## src/design/rve_pkg.sv

```systemverilog
package rve_pkg;

	localparam int FRAC = 14;
	localparam int CORDIC_STEPS = 16;
	localparam int ISQ_STEPS = 15;
	localparam int RAD_W = 29;
	localparam int ROOT_W = 15;
	localparam int QW = 20;
	localparam int CW = 23;
	localparam int ZW = 24;

	localparam logic [4:0] TAG_RESET = 5'd19;
	localparam logic signed [ZW-1:0] DEG90 = 24'sd2949120;
	localparam logic signed [15:0] LIM180 = 16'sd23040;
	localparam logic signed [15:0] LIM90 = 16'sd11520;
	localparam logic signed [33:0] ONE2 = 34'sd268435456;

	typedef struct packed {
		logic signed [15:0] x;
		logic signed [15:0] y;
		logic signed [15:0] z;
	} vec_t;

	typedef struct packed {
		logic signed [15:0] roll;
		logic signed [14:0] pitch;
		logic signed [15:0] yaw;
		logic [14:0] scalar_part;
		logic pitch_clamped;
	} res_t;

	// atan(2^-i) in 1/32768 degree.
	function automatic logic signed [ZW-1:0] atan_entry(input int i);
		logic signed [ZW-1:0] a;
		case (i)
			0: a = 24'sd1474560;
			1: a = 24'sd870484;
			2: a = 24'sd459940;
			3: a = 24'sd233473;
			4: a = 24'sd117189;
			5: a = 24'sd58652;
			6: a = 24'sd29333;
			7: a = 24'sd14667;
			8: a = 24'sd7334;
			9: a = 24'sd3667;
			10: a = 24'sd1833;
			11: a = 24'sd917;
			12: a = 24'sd458;
			13: a = 24'sd229;
			14: a = 24'sd115;
			15: a = 24'sd57;
			16: a = 24'sd29;
			17: a = 24'sd14;
			18: a = 24'sd7;
			19: a = 24'sd4;
			20: a = 24'sd2;
			21: a = 24'sd1;
			default: a = '0;
		endcase
		return a;
	endfunction

	// Half float to Q1.14, round half away from zero, saturate.
	function automatic logic signed [15:0] half_to_fix(input logic [15:0] h);
		logic sgn;
		logic [4:0] e;
		logic [10:0] m;
		logic [31:0] mag;
		logic [11:0] rnd;
		int sh;
		sgn = h[15];
		e = h[14:10];
		m = {1'b0, h[9:0]};
		mag = '0;
		rnd = '0;
		sh = 0;
		if (e == 5'd31) begin
			mag = sgn ? 32'd32768 : 32'd32767;
		end else begin
			if (e == 5'd0) begin
				sh = 1 + FRAC - 25;
			end else begin
				m[10] = 1'b1;
				sh = int'(e) + FRAC - 25;
			end
			if (sh >= 0) begin
				mag = {21'b0, m} << sh;
			end else begin
				rnd = {1'b0, m} + (12'd1 << (-sh - 1));
				mag = {20'b0, rnd >> (-sh)};
			end
		end
		if (sgn) begin
			if (mag > 32'd32768) mag = 32'd32768;
			return -(mag[15:0]);
		end
		if (mag > 32'd32767) mag = 32'd32767;
		return mag[15:0];
	endfunction

	// Round a 2F-fraction term to F fraction bits, ties toward +infinity.
	function automatic logic signed [QW-1:0] to_qf(input logic signed [33:0] v);
		logic signed [33:0] t;
		t = v + 34'sd8192;
		return t[33:14];
	endfunction

endpackage

```

## src/design/rve_front.sv

```systemverilog
module rve_front import rve_pkg::*; (
	input logic clk,
	input logic arst_n,
	input logic push,
	input logic [4:0] tag_code,
	input logic [47:0] payload,
	input logic cfg_write,
	input logic [4:0] cfg_data,
	input logic q_full,
	output logic q_wr,
	output vec_t q_vec
);
	logic [4:0] rotation_tag_q;

	always_ff @(posedge clk or negedge arst_n) begin
		if (!arst_n) begin
			rotation_tag_q <= TAG_RESET;
		end else if (cfg_write) begin
			rotation_tag_q <= cfg_data;
		end
	end

	// Words with another tag are taken and dropped here.
	assign q_wr = push && !q_full && (tag_code == rotation_tag_q);
	assign q_vec.x = half_to_fix(payload[15:0]);
	assign q_vec.y = half_to_fix(payload[31:16]);
	assign q_vec.z = half_to_fix(payload[47:32]);
endmodule

```

## config.mk

```make
export PLATFORM = sky130hd
export DESIGN_NAME = rve_front
export DESIGN_NICKNAME = d
export VERILOG_FILES = /design/src/design/rve_pkg.sv /design/src/design/rve_front.sv
export SDC_FILE = /design/constraint.sdc
export NUM_CORES = 1
export LEC_CHECK = 0
export ABC_AREA = 1
export BUFFER_PORTS_ARGS = -buffer_cell sky130_fd_sc_hd__buf_2
export CORE_ASPECT_RATIO = 1.75
export CORE_UTILIZATION = 65
export CTS_CLUSTER_SIZE = 14
export DETAILED_ROUTE_END_ITERATION = 8
export PLACE_DENSITY = 0.94
export SLEW_MARGIN = 20
export SYNTH_ARGS = -nofsm -noshare
export SYNTH_HDL_FRONTEND = slang
export SYNTH_SLANG_ARGS = --single-unit
```

## constraint.sdc

```tcl
create_clock -name clk -period 11.6 [get_ports clk]
set_input_delay 0.58 -clock clk [delete_from_list [all_inputs] [get_ports clk]]
set_output_delay 0.58 -clock clk [all_outputs]
set_load 0.01 [all_outputs]
```

# Word level (Yosys, flattened, before mapping)
# Cells that the tools add are included.
# classes
n_addsub	18
magnitude_cmp	9
n_eq_ne	4
n_shift	9
mux	42
reduce_logical	6
# op_table
op	n
$mux W32	21
$mux W16	12
$ge A32 B1 Y1 const B	3
$gt A32 B15 Y1 const B	3
$gt A32 B16 Y1 const B	3
$neg A32 Y32	3
$shl A1 B32 Y12 const A	3
$shl A11 B32 Y32	3
$shr A12 B32 Y12	3
$sub A32 B2 Y32 const B	3
$neg A16 Y16	3
$add A11 B12 Y12	3
$sub A6 B5 Y7 const B	3
$add A5 B4 Y6 const B	3
$eq A5 B5 Y1 const B	3
$logic_not A5 Y1	3
$mux W1	9
$eq A5 B5 Y1	1
$logic_and A1 B1 Y1	2
$logic_not A1 Y1	1
# totals
register_bits	5
input_bits	63
output_inout_bits	49
word_cells	89

# Depth between registers and ports, before layout
# depth
depth_word	18
ltp_mapped	69
depth_no_buf	68

# Worst setup path after synthesis
# Ideal clock, no wire load.
# synth_timing
kind	input to output
from	input payload[42]
to	output q_vec[10] (netlist bit)
t_arrival_ns	7.538
t_required_ns	11.020
path_slack_ns	3.482
stages	63
n_path_buf	2
cell_sequence	inv_1 -> ha_1 -> inv_1 -> nor2_1 -> nand2_4 -> nand2_2 -> clkbuf_1 -> clkbuf_1 -> ha_1 -> inv_1 -> nor2_4 -> nand3_1 -> ha_1 -> inv_1 -> nor2_1 -> inv_1 -> nor2_1 -> inv_1 -> (+27 left out) -> nand3_1 -> nand2_1 -> nand2_1 -> nand2_2 -> nand2_1 -> o21ai_0 -> nand3b_1 -> nand3_1 -> inv_1 -> ha_1 -> nand2_1 -> nor2_1 -> nand3_1 -> nor2_2 -> nand2_1 -> nand2_1 -> nand3_1 -> nand2_1
# synth_lines
item	line	source
from (decl)	rve_front.sv:6	input logic [47:0] payload,
to (decl)	rve_front.sv:11	output vec_t q_vec

==> flow_summary_export.csv <==
group,metric,value,unit
placement,dp_slack,2.11,ns
flow_run,cap_violations,0,
worst_setup_path,max_stage_delay,0.56,ns
layout,reg.largest.list,"rotation_tag_q: 5 flops",
layout,flow.area_growth_from_synthesis,5.33,%
sta,tightest_slew,0.863,ns
outcome,status,"finished, final reports clean",
global_routing,antenna_found_initial,4,
global_routing,grt_start_max_net_pins,27,
die,die_y,179,um
synthesis,synth_edf_count,0,
sta,finalSetupViolCount,0,
global_routing,grt_pass1_wl,70000,um
cts,cts_max_level,1,
worst_setup_path,crit_buf_inv,7,
global_routing,grt_pass1_vias,15000,
worst_setup_path,crit_family,"simple AND/OR/NAND/NOR gates",
sta,max_freq,101,MHz
placement,place_hpwl,33500,um
synthesis,yosys.cell_types.count,65,
worst_setup_path,cp_slowest_cell,"nand2_1",
sta,tns,0,ns
die,start_util,66.5,%
drt,final_antenna_net_count,0,
cts,cts_buffers,3,
layout,largest_reg_flops,5,
placement,dp_cells,2605,
sta,hold_viol,0,
drt,vias,16000,
worst_setup_path,crit_path_end_kind,"output port",
cts,cts_sinks,5,
synthesis,synth_cells,2326,
die,die-area,18500,um^2
die,io_pins,112,
synthesis,yosys_warnings,0,
cts,clock-root-buffer,"clkbuf_16",
layout,top_register,"rotation_tag_q",
cts,clkTransAtPathRegs,0.03,ns
synthesis,ys_seq_area_share,1.11,%
synthesis,syn_area_per_cell,5.01,um^2
worst_setup_path,cp.required,11.02,ns
global_routing,grt.total_usage,47.7,%
layout,fin_cells,2613,
sta,rsz0062_at_grt,"false",
layout,fin_area,12300,um^2
synthesis,synthArstFlopShare,100,%
synthesis,synth_area,11700,um^2
cts,worstSkewPairLatency,0.23,ns
power_and_ir_drop,max-vdd-ir-drop,0.0620,mV
worst_setup_path,cp_common_cell,"nand2_1",
worst_setup_path,worstPathArrival,9.30,ns
placement,place_area,12200,um^2
cts,hold_buffers,0,
power_and_ir_drop,p_leak,6.54,nW
global_routing,globalRouteOverflowTotal,0,
drt,avgViaCountPerCell,6.11,
worst_setup_path,cp_max_fo,17,
drt,routedWlPerCell,15.9,um
worst_hold_path,hold_class,"input port to asynchronous set/reset pin",
drt,wirelength,41500,um
placement,gp_routability_congestion,1.06,
drt,dr.pass1.iters,7,
sta,clock_skew,0,ns
die,die_x,103,um
synthesis,synth_seq_cells,5,
drt,first_iter_violations,1403,
worst_setup_path,worstSetupPathType,"input port to output port",
power_and_ir_drop,power_density,67.0,nW/um^2
cts,cts_buffer_depth,2,
die,row_count,64,
cts,postCtsSetupRepairBufs,0,
worst_setup_path,r2r_setup_slack,10.78,ns
drt,drc,0,
synthesis,synth_ff_type,"dfstp_2",
sta,slew_headroom,42.4,%
placement,io_buffers,111,
sta,timing.final.crit_period,9.88,ns
sta,finalCritPeriodShare,85.1,%
synthesis,synth_nets,2461,
layout,final_nets,2514,
cts,cts_resized,0,
cts,cts_tree,"built",
die,coreArea,17500,um^2
layout,final_layout_size_suffix_gt1_share,12.3,%
sta,drv_slew,0,
sta,setup_ws,1.72,ns
worst_setup_path,start_kind,"input port",
==> cell usage in the layout (no fill, tap or decap), types with 6 or more instances in the layout <==
master,instances
o211ai_1,11
o31ai_1,6
nor2_2,23
inv_1,325
a21oi_1,81
xnor2_1,7
nor2_1,300
nor4_1,14
a31oi_1,13
o22ai_1,18
nor2_4,22
nand2_4,12
o21bai_1,11
o21ai_1,12
nand3b_1,12
buf_2,111
xor2_1,13
or2_2,17
nand4_1,61
o41ai_1,10
nand3_2,18
inv_2,18
o21ai_0,193
nor3_1,38
nand2_1,685
nand3_1,160
nand2_2,47
ha_1,69
==> report_power, final <==
| part | switching (mW) | leakage, nW | internal (mW) |
|---|---|---|---|
| registers | 0.000526 | 0.0558 | 0.0198 |
| logic | 0.518 | 6.44 | 0.228 |
| clock network | 0.0109 | 0.0382 | 0.0455 |
==> routing by layer <==
| metal | global-route usage [%] | up-vias | wire length, um |
|---|---|---|---|
| met2 | 79.7 | 906 | 20800 |
| met5 | 0.888 | - | 27 |
| met1 | 44.2 | 6968 | 13900 |
| met3 | 19.3 | 348 | 2960 |
| li1 | - | 7728 | - |
| met4 | 40.8 | 4 | 3780 |
==> worst paths after layout <==
| path | startpoint | cells after the start | endpoint |
|---|---|---|---|
| setup reg to reg | rotation_tag_q[1] | 2 | rotation_tag_q[1] |
| hold / removal | arst_n | 1 | rotation_tag_q[2] |
| max in group asynchronous | arst_n | 1 | rotation_tag_q[1] |
| min in group clk | rotation_tag_q[1] | 2 | rotation_tag_q[1] |
| setup / recovery | payload[42] | 56 | q_vec[10] |
| hold reg to reg | rotation_tag_q[1] | 2 | rotation_tag_q[1] |
==> synth_stat cells, types with 11 or more instances <==
cell / count / area [um^2]
nor2_4: 22 / 248
nand2_2: 47 / 294
nand2_4: 12 / 135
buf_2: 18 / 90.1
nand2_1: 685 / 2570
o21ai_1: 12 / 60.1
nand3b_1: 12 / 90.1
nand4_1: 61 / 382
o21ai_0: 193 / 966
o22ai_1: 18 / 113
clkbuf_1: 32 / 120
ha_1: 69 / 863
nand3_2: 18 / 180
a21oi_1: 81 / 405
inv_2: 18 / 67.6
nor3_1: 38 / 190
o21bai_1: 11 / 82.6
o211ai_1: 11 / 82.6
a31oi_1: 13 / 81.3
nor2_2: 23 / 144
nand3_1: 160 / 801
xor2_1: 13 / 114
nor4_1: 14 / 87.6
inv_1: 325 / 1220
or2_2: 17 / 106
nor2_1: 300 / 1130
==> cell type report <==
class                   count  area [um^2]
inverters                 349         1310
well taps                 231          289
flip-flops and latches      5          129
fillers                  1724         5260
clock buffers               4         78.8
multi-input cells        1908         9900
repair buffers            112          563
diodes                      4         10.0
==> logic make-up after synthesis <==
logic type | count (synthesis) | synth area share [%]
and+or+nand+nor | 1423 | 56.1
buffers and inverters | 413 | 14.0
AOI/OAI and AO/OA | 389 | 19.0
adders and majority gates | 72 | 7.92
xor gates and xnor gates | 20 | 1.50
DFF | 5 | 1.11
muxes | 4 | 0.365
==> stage by stage <==
stage / util, % / power, mW / hold WS, ns
6_report: 70.0 / 0.823 / 0.156
5_1_grt: 70.0 / 0.920 / 0.157
4_1_cts: 70.0 / 0.793 / 0.157
3_5_place_dp: 69.5 / 0.733 / 0.394
3_3_place_gp: 69.5 / 0.718 / 0.396
2_1_floorplan: - / 0.562 / 0.284
Note: power is estimated with default switching activity, not from simulation.
