File: src/design/rve_queue.sv
module rve_queue #(
	parameter int WIDTH = 8,
	parameter int DEPTH = 4
) (
	input logic clk,
	input logic arst_n,
	input logic wr_en,
	input logic [WIDTH-1:0] wr_data,
	output logic full,
	input logic rd_en,
	output logic [WIDTH-1:0] rd_data,
	output logic empty
);
	localparam int PW = (DEPTH > 1) ? $clog2(DEPTH) : 1;
	localparam int NW = $clog2(DEPTH + 1);

	logic [WIDTH-1:0] mem_q [0:DEPTH-1];
	logic [PW-1:0] wr_ptr_q, rd_ptr_q;
	logic [NW-1:0] count_q;
	logic do_wr, do_rd;

	assign full = (count_q == NW'(DEPTH));
	assign empty = (count_q == '0);
	assign do_wr = wr_en && !full;
	assign do_rd = rd_en && !empty;
	assign rd_data = mem_q[rd_ptr_q];

	always_ff @(posedge clk or negedge arst_n) begin
		if (!arst_n) begin
			wr_ptr_q <= '0;
			rd_ptr_q <= '0;
			count_q <= '0;
		end else begin
			if (do_wr) wr_ptr_q <= (wr_ptr_q == PW'(DEPTH - 1)) ? '0 : wr_ptr_q + 1'b1;
			if (do_rd) rd_ptr_q <= (rd_ptr_q == PW'(DEPTH - 1)) ? '0 : rd_ptr_q + 1'b1;
			case ({do_wr, do_rd})
				2'b10: count_q <= count_q + 1'b1;
				2'b01: count_q <= count_q - 1'b1;
				default: count_q <= count_q;
			endcase
		end
	end

	always_ff @(posedge clk) begin
		if (do_wr) mem_q[wr_ptr_q] <= wr_data;
	end
endmodule

File: config.mk
export PLATFORM = sky130hd
export DESIGN_NAME = rve_queue
export DESIGN_NICKNAME = d
export VERILOG_FILES = /design/src/design/rve_queue.sv
export SDC_FILE = /design/constraint.sdc
export NUM_CORES = 1
export LEC_CHECK = 0
export BUFFER_PORTS_ARGS = -buffer_cell sky130_fd_sc_hd__buf_2
export CORE_ASPECT_RATIO = 0.8
export CORE_UTILIZATION = 30
export CTS_CLUSTER_SIZE = 10
export DETAILED_ROUTE_END_ITERATION = 10
export HOLD_SLACK_MARGIN = 0.1
export PLACE_DENSITY = 0.55
export SETUP_SLACK_MARGIN = 0.4
export SLEW_MARGIN = 20
export SYNTH_ARGS = -nofsm -noshare
export SYNTH_HDL_FRONTEND = slang
export SYNTH_SLANG_ARGS = --single-unit
File: constraint.sdc
create_clock -name clk -period 2.1 [get_ports clk]
set_input_delay 0.42 -clock clk [delete_from_list [all_inputs] [get_ports clk]]
set_output_delay 0.42 -clock clk [all_outputs]
set_load 0.02 [all_outputs]
Word-level counts from Yosys, hierarchy flattened:

Memories as Yosys holds them, arrays and structs flattened.
Index checks and enable logic that the tools add are counted.

* add/sub/neg operators: 4
* multiply operators: 0
* divide/modulo/power cells: 0
* $lt $le $gt $ge: 0
* equality and inequality tests: 5
* shift operators: 0
* muxes and demuxes: 5
* bitwise operators: 0
* reduce and logical (&&, ||, !) cells: 6

Operators by type and width (count)
* 2-bit == test (second input constant): 3
* 3-bit one-hot mux with 2 select lines: 1
* 2-bit by 1-bit adder with 2-bit output (second input constant): 2
* 2-bit two-way mux: 2
* 3-bit by 1-bit adder with 3-bit output (second input constant): 1
* 3-bit == test (second input constant): 1
* 3-bit logical NOT: 1
* 3-bit by 1-bit subtractor with 3-bit output (second input constant): 1
* 2-bit by 1-bit == test with 1-bit output (second input constant): 1
* 1-bit logical AND: 2
* 1-bit logical NOT: 2
* 1-bit two-way mux: 2
* 2-bit nonzero test: 1

* register bits after elaboration: 7
* latch bits: 0
* RAM bits: 32
* bits in read-only memories: 0
* input bits: 12
* output and inout bits: 10
* logic and storage cells: 24
* memories kept: 1

Memories
* mem_q: depth 4, width 8, rd ports 1, clocked after Yosys merged registers in 0, wr ports 1, line 17 `logic [WIDTH-1:0] mem_q [0:DEPTH-1];`

Longest topological paths before layout:

Gate-level depths: netlist (run 1).

* depth in word-level cells: 5
* mapped depth: 9
* gate-level depth less buffers: 9

Worst setup path before layout (run 1):

Ideal clock, no wire load.

* path kind: register -> register
* from: reg count_q[0]
* to: reg count_q[2]
* setup time: 125 ps
* data arrival time: 1964 ps
* data required time: 1975 ps
* path slack: 11 ps
* stages on the path, launching flop included: 10
* buffers on the path: 0
* clock period less this slack: 2089 ps
* cell sequence: dfrtp_1 > nor3_1 > nand2b_1 > inv_1 > ha_1 > inv_1 > fa_1 > xor2_1 > nor2_1 > xor2_1

* cells in the longest elaborated chain, start to end: 5
* elaborated cells between the ends (all ways): 12
* those cells by class: 2 x add/sub; 3 x eq/ne; 1 x mux; 6 x reduce/logical

RTL lines
* start, declared: line 19 `logic [NW-1:0] count_q;`
* start signal, assigned: line 37 `2'b10: count_q <= count_q + 1'b1;`
* start signal, assigned: line 38 `2'b01: count_q <= count_q - 1'b1;`
* start signal, assigned: line 39 `default: count_q <= count_q;`
* 3-bit logical NOT (*): line 23 `assign empty = (count_q == '0);`
* named net empty: line 12 `output logic empty`
* 1-bit logical NOT (*): line 25 `assign do_rd = rd_en && !empty;`
* 1-bit logical AND (*): line 25
* named net do_rd: line 20 `logic do_wr, do_rd;`
* 2-bit by 1-bit == test with 1-bit output or 2-bit == test (tied branches): line 36 `case ({do_wr, do_rd})`
* 3-bit one-hot mux with 2 select lines or 2-bit nonzero test (tied branches)

The timed path passes the listed nets; every way through them passes the cells marked *.
A chain may end at the register's enable or synchronous reset.

Final worst setup path (run 1):

* from: reg count_q[0]
* to: reg count_q[2]

* cells in the longest elaborated chain, start to end: 5
* elaborated cells between the ends (all ways): 12
* those cells by class: 2 x add/sub; 3 x eq/ne; 1 x mux; 6 x reduce/logical

RTL lines (line)
* 3-bit == test or 3-bit logical NOT (tied branches): 22, 23
* 1-bit logical NOT, on equally long branches: 24, 25
* 1-bit logical AND, on equally long branches: 24, 25
* 2-bit by 1-bit == test with 1-bit output or 2-bit == test (tied branches): 36
* 3-bit one-hot mux with 2 select lines or 2-bit nonzero test (tied branches)

Several ways; a longest one is shown, not always the timed one.

==> results of run 1 <==
==> state kept, by name (all words and copies together), names as in the netlist <==
signal    flops
rd_ptr_q      2
count_q       3
mem_q        32
wr_ptr_q      2
==> worst min-delay path by stage <==
stage | to | depth (start not counted)
6_report | mem_q[0][4]$_DFFE_PP_ | 1
5_1_grt | mem_q[3][2]$_DFFE_PP_ | 1
4_1_cts | mem_q[1][4]$_DFFE_PP_ | 1
3_5_place_dp | rd_ptr_q[0]$_DFFE_PN0P_ | 1
3_3_place_gp | count_q[0]$_DFFE_PN0P_ | 1
2_1_floorplan | count_q[0]$_DFFE_PN0P_ | 0
==> cells by family (layout without fill, tap and decap cells) <==
logic type | Yosys count | in the layout | synth area share [%]
buffers and inverters | 10 | 51 | 2.41
DFF | 39 | 39 | 70.5
xor gates and xnor gates | 3 | 3 | 1.63
and+or+nand+nor | 11 | 11 | 4.50
muxes | 13 | 13 | 15.1
adders and majority gates | 7 | 7 | 5.90
==> synthesized netlist by cell type (all sizes together) <==
library cell   n  area share, %
or3b           1           0.70
mux2           4            3.3
mux2i          1           0.62
edfxtp        32             60
fa             1            1.2
ha             6            4.7
inv            8            1.9
xor2           2            1.1
nor3           1           0.31
buf            2           0.54
and3           4            1.9
nand2b         1           0.39
mux4           8             11
and2           1           0.54
nor2           3           0.70
xnor2          1           0.54
dfrtp          7             11
==> area by class of cell <==
type | instances | area, sq um
fill | 448 | 3000
multi-input combinational | 34 | 470
clock inverter | 2 | 12.5
sequential | 39 | 1140
inverter | 8 | 30.0
timing repair buffer | 35 | 288
clock buffer | 6 | 72.6
tap | 62 | 77.6
==> cells in the final DEF (no fill, tap or decap), types with 2 or more instances in the layout <==
| cell | synthesis | routed |
|---|---|---|
| mux4_2 | 8 | 8 |
| inv_1 | 8 | 4 |
| clkbuf_8 | 0 | 5 |
| mux2_4 | 2 | 2 |
| buf_4 | 0 | 9 |
| ha_1 | 6 | 5 |
| and3_2 | 4 | 4 |
| buf_2 | 1 | 12 |
| nor2_1 | 3 | 3 |
| dfrtp_1 | 7 | 5 |
| inv_2 | 0 | 4 |
| buf_6 | 0 | 12 |
| mux2_2 | 2 | 2 |
| xor2_1 | 2 | 2 |
| edfxtp_1 | 32 | 32 |
==> routing by layer <==
layer  global-route usage [%]  wire (um)  up-vias
met1                     13.0       1150      444
li1                         -          -      391
met3                     3.42        106        8
met5                        0          0        -
met4                     7.76         95        0
met2                     18.6       1340       18
==> report_power, final <==
| group | total, W | internal (W) | switching (W) |
|---|---|---|---|
| Combinational | 0.00136 | 0.000762 | 0.000598 |
| Clock | 0.000490 | 0.000232 | 0.000258 |
| Sequential | 0.00118 | 0.00106 | 0.000122 |
==> what timing repair did <==
item / in CTS / in global routing
buffers inserted: 9 / 2
pin swaps: 5 / 1
hold buffers: 1 / 0
endpoints found under the setup margin: 11 / 11
endpoints found under the hold margin: 7 / 0
gates resized for setup: 21 / 10
==> stage by stage <==
stage / setup slack (ps) / power, W / cell area, sq um
floorplan: 128 / 0.00191 / 1630
global placement: 91.1 / 0.00218 / 1820
detailed placement: 45.3 / 0.00221 / 1820
CTS: 132 / 0.00297 / 2050
global route: 39.7 / 0.00322 / 2090
finish: 145 / 0.00303 / 2090
==> critical path, cell delays in order, from the launching register on <==
cell	delay [ps]
dfrtp_1	390
or3b_4	400
and2_4	170
inv_2	50
ha_4	120
inv_2	30
fa_2	320
xor2_1	140
nor2_1	100
xor2_1	150
==> results_dict.tcl, run 1 <==
set metrics [dict create \
    power_density_mw_per_mm2 1450 \
    status "finished with violations" \
    grt_pass1_wl_mm 4.49 \
    avgSynthCellArea_sq_um 19.4 \
    cts_max_level 2 \
    startpoint "count_q[0]$_DFFE_PN0P_" \
    first_pass_iters 7 \
    ios 22 \
    slew_headroom_pct 83.0 \
    fin_crit_sh_pct 93.1 \
    die_x_um 83.9 \
    clockRootBuffer "clkbuf_8" \
    synthCells 83 \
    slew_violations 0 \
    syn_nets 102 \
    wl_per_cell_um 14.5 \
    drc 5 \
    nets 142 \
    end_kind "register" \
    port_buffers 21 \
    cts_tree "built" \
    dpl.hpwl_mm 1.77 \
    grt_pass1_vias 927 \
    max-cap-violations 0 \
    cp.arrival_ps 2170 \
    synth.distinct_cells 19 \
    crit_type "reg2reg" \
    ys_ff_latch 39 \
    rr_startpoint "count_q[0]$_DFFE_PN0P_" \
    crit_path_max_fanout 2 \
    cts_buffer_depth 2 \
    rows 23 \
    clk_latency_ps 290 \
    drtAntennaViolNets 0 \
    core_region_area_sq_mm 0.00509 \
    netlist_area_sq_mm 0.00161 \
    hold_start "wr_data[4]" \
    tightestPinTransition_ps 256 \
    fp.dieH_um 67.6 \
    dieArea_sq_mm 0.00567 \
    violations "DRC" \
    cts_sinks 39 \
    fin_crit_ps 1950 \
    antenna_found_initial 0 \
    grt_max_degree 13 \
    crit_end "count_q[2]$_DFFE_PN0P_" \
    yosys_warnings 0 \
    synth-seq-area-share_pct 70.5 \
    skew_ps 3.77 \
    cellLeakagePower_nw 0.819 \
    setup_viol 0 \
    wl_mm 2.70 \
    dp.cells 166 \
    start_util_pct 31.6 \
    area_delta_synth_final_pct 29.8 \
    cp.required_ps 2320 \
    ir_drop_mv 0.606 \
    startpoint_type "register" \
    grt_overflow 0 \
    diodes 0 \
    cts.clk_slew.worst_paths_ps 80 \
    drt_iter0_drc 47 \
    hp-class "in2reg" \
    r2r_cells 9 \
    fin_tns_setup_ps 0 \
    cts_buffers 5 \
    rrSetupSlack_ps 150 \
    instances_no_fill 186 \
    max_freq_mhz 512 \
    rsz0062_at_grt "true" \
    gp_congestion 0.716 \
    num_vias 861 \
    drive_above_1_share_pct 55.6 \
    hold_viol_final 0 \
    fin_util_pct 41.1 \
    track_usage_pct 11.3 \
    timing.hold.ws_ps 344 \
    drt-vias-per-instance 4.63 \
    rr_endpoint "count_q[2]$_DFFE_PN0P_" \
]
(Power assumes the default switching activity.)
==> inputs of run 2 (changes only) <==
--- a/config.mk
+++ b/config.mk
@@ -12,6 +12,7 @@
 export DETAILED_ROUTE_END_ITERATION = 10
 export HOLD_SLACK_MARGIN = 0.1
 export PLACE_DENSITY = 0.55
+export RECOVER_POWER = 100
 export SETUP_SLACK_MARGIN = 0.4
 export SLEW_MARGIN = 20
 export SYNTH_ARGS = -nofsm -noshare
==> run 2 against run 1 <==
  * The run still ends with DRC left
  * Die area unchanged
  * Critical path depth decreased by 6
  * Setup slack got worse by 64 ps
  * Largest power group unchanged
  * Combinational power decreased by 7%
  * Register-to-register slack about the same
  * Clock skew decreased by 0.80 ps
==> results_dict.tcl, run 2 (synthesized netlist as in run 1, its figures left out) <==
set metrics [dict create \
    place_area_sq_mm 0.00182 \
    dpl.hpwl_mm 1.77 \
    design_area_sq_mm 0.00203 \
    clockRootBuffer "clkbuf_8" \
    cts_max_level 2 \
    r2r_cells 9 \
    violations "DRC" \
    area_delta_synth_final_pct 25.9 \
    ir_drop_mv 0.592 \
    setup_viol 0 \
    layout_common_cells "edfxtp_1 (32), clkbuf_1 (13), mux4_2 (8), buf_6 (8), buf_4 (8)" \
    rows 23 \
    antenna_found_initial 0 \
    diodes 0 \
    hp-class "in2reg" \
    gp_congestion 0.716 \
    grt_pass1_vias 927 \
    cp.arrival_ps 1600 \
    cts_tree "built" \
    port_buffers 21 \
    nets 142 \
    drt_iter0_drc 46 \
    place_ws_ps 45.3 \
    end_kind "primary output" \
    skew_ps 2.97 \
    fin_crit_sh_pct 96.1 \
    clk_latency_ps 290 \
    instances_no_fill 186 \
    cts.clk_slew.worst_paths_ps 70 \
    fin_crit_ps 2020 \
    grt_max_degree 13 \
    slew_violations 0 \
    fin_tns_setup_ps 0 \
    grt_overflow 0 \
    top_register "mem_q" \
    startpoint_type "register" \
    drtAntennaViolNets 0 \
    largest_reg_flops 32 \
    drc 5 \
    hold_viol_final 0 \
    layout_commonest_cell "edfxtp_1" \
    track_usage_pct 11.3 \
    die_x_um 83.9 \
    crit_end "rd_data[1]" \
    dp.cells 166 \
    cellLeakagePower_nw 0.770 \
    rsz0062_at_grt "true" \
    worst_slack_ps 81.2 \
    wl_per_cell_um 14.5 \
    cts_buffers 5 \
    ios 22 \
    drive_above_1_share_pct 40.3 \
    dieArea_sq_mm 0.00567 \
    cp.required_ps 1680 \
    crit_type "reg2out" \
    cts_buffer_depth 2 \
    fp.dieH_um 67.6 \
    drt-vias-per-instance 4.53 \
    first_pass_iters 7 \
    num_vias 842 \
    slew_headroom_pct 68.6 \
    rr_endpoint "count_q[2]$_DFFE_PN0P_" \
    wl_mm 2.70 \
    cts_sinks 39 \
    status "finished with violations" \
    core_region_area_sq_mm 0.00509 \
    tightestPinTransition_ps 471 \
    grt_pass1_wl_mm 4.49 \
    max_freq_mhz 495 \
    rrSetupSlack_ps 150 \
    top_regs "mem_q: 32 flops, count_q: 3 flops" \
    max-cap-violations 0 \
    rr_startpoint "count_q[0]$_DFFE_PN0P_" \
    start_util_pct 31.6 \
    power_density_mw_per_mm2 1440 \
    crit_path_max_fanout 4 \
    startpoint "rd_ptr_q[0]$_DFFE_PN0P_" \
]
## run 2: final cells by class
| type | count | area (sq um) |
|---|---|---|
| Multi-Input combinational cell | 34 | 458 |
| Clock buffer | 6 | 72.6 |
| Timing Repair Buffer | 35 | 238 |
| Sequential cell | 39 | 1140 |
| Tap cell | 62 | 77.6 |
| Fill cell | 462 | 3060 |
| Clock inverter | 2 | 12.5 |
| Inverter | 8 | 30.0 |
## run 2: what timing repair did
item	in CTS	in global routing
hold buffers	1	0
hold endpoints to repair	7	0
pin swaps	5	1
gates resized for setup	21	10
endpoints found under the setup margin	11	11
buffers inserted	9	2
gates cloned	0	0
## run 2: per-layer routing
metal / up-vias / wire (um) / track usage [%]
met5: - / 0 / 0
met4: 0 / 94 / 7.76
met1: 423 / 1180 / 13.0
met3: 8 / 117 / 3.42
li1: 391 / - / -
met2: 20 / 1310 / 18.6
## run 2: worst min-delay path by stage
stage               startpoint                      end  depth (start not counted)
detailed placement      arst_n  rd_ptr_q[0]$_DFFE_PN0P_                          1
global route        wr_data[7]    mem_q[1][7]$_DFFE_PP_                          1
finish              wr_data[5]    mem_q[3][5]$_DFFE_PP_                          1
global placement        arst_n   count_q[0]$_DFFE_PN0P_                          1
CTS                 wr_data[4]    mem_q[1][4]$_DFFE_PP_                          1
floorplan               arst_n   count_q[0]$_DFFE_PN0P_                          0
## run 2: per-stage QoR
step / total power [W] / hold slack, ps / util (%)
global placement: 0.00218 / 265 / 35.7
floorplan: 0.00191 / 124 / -
finish: 0.00293 / 383 / 39.8
global route: 0.00311 / 394 / 39.8
detailed placement: 0.00221 / 274 / 35.7
CTS: 0.00297 / 335 / 40.2
## run 2: where the power goes
| group | switching, W | internal [W] | total (W) |
|---|---|---|---|
| sequential | 0.000117 | 0.00106 | 0.00117 |
| combinational | 0.000589 | 0.000671 | 0.00126 |
| clock | 0.000258 | 0.000232 | 0.000490 |
| total | 0.000964 | 0.00196 | 0.00293 |
## run 2: worst max-delay path: stages, from the launching register on
cell      delay, ps
dfrtp_4         440
clkbuf_4        200
mux4_2          520
buf_6           150
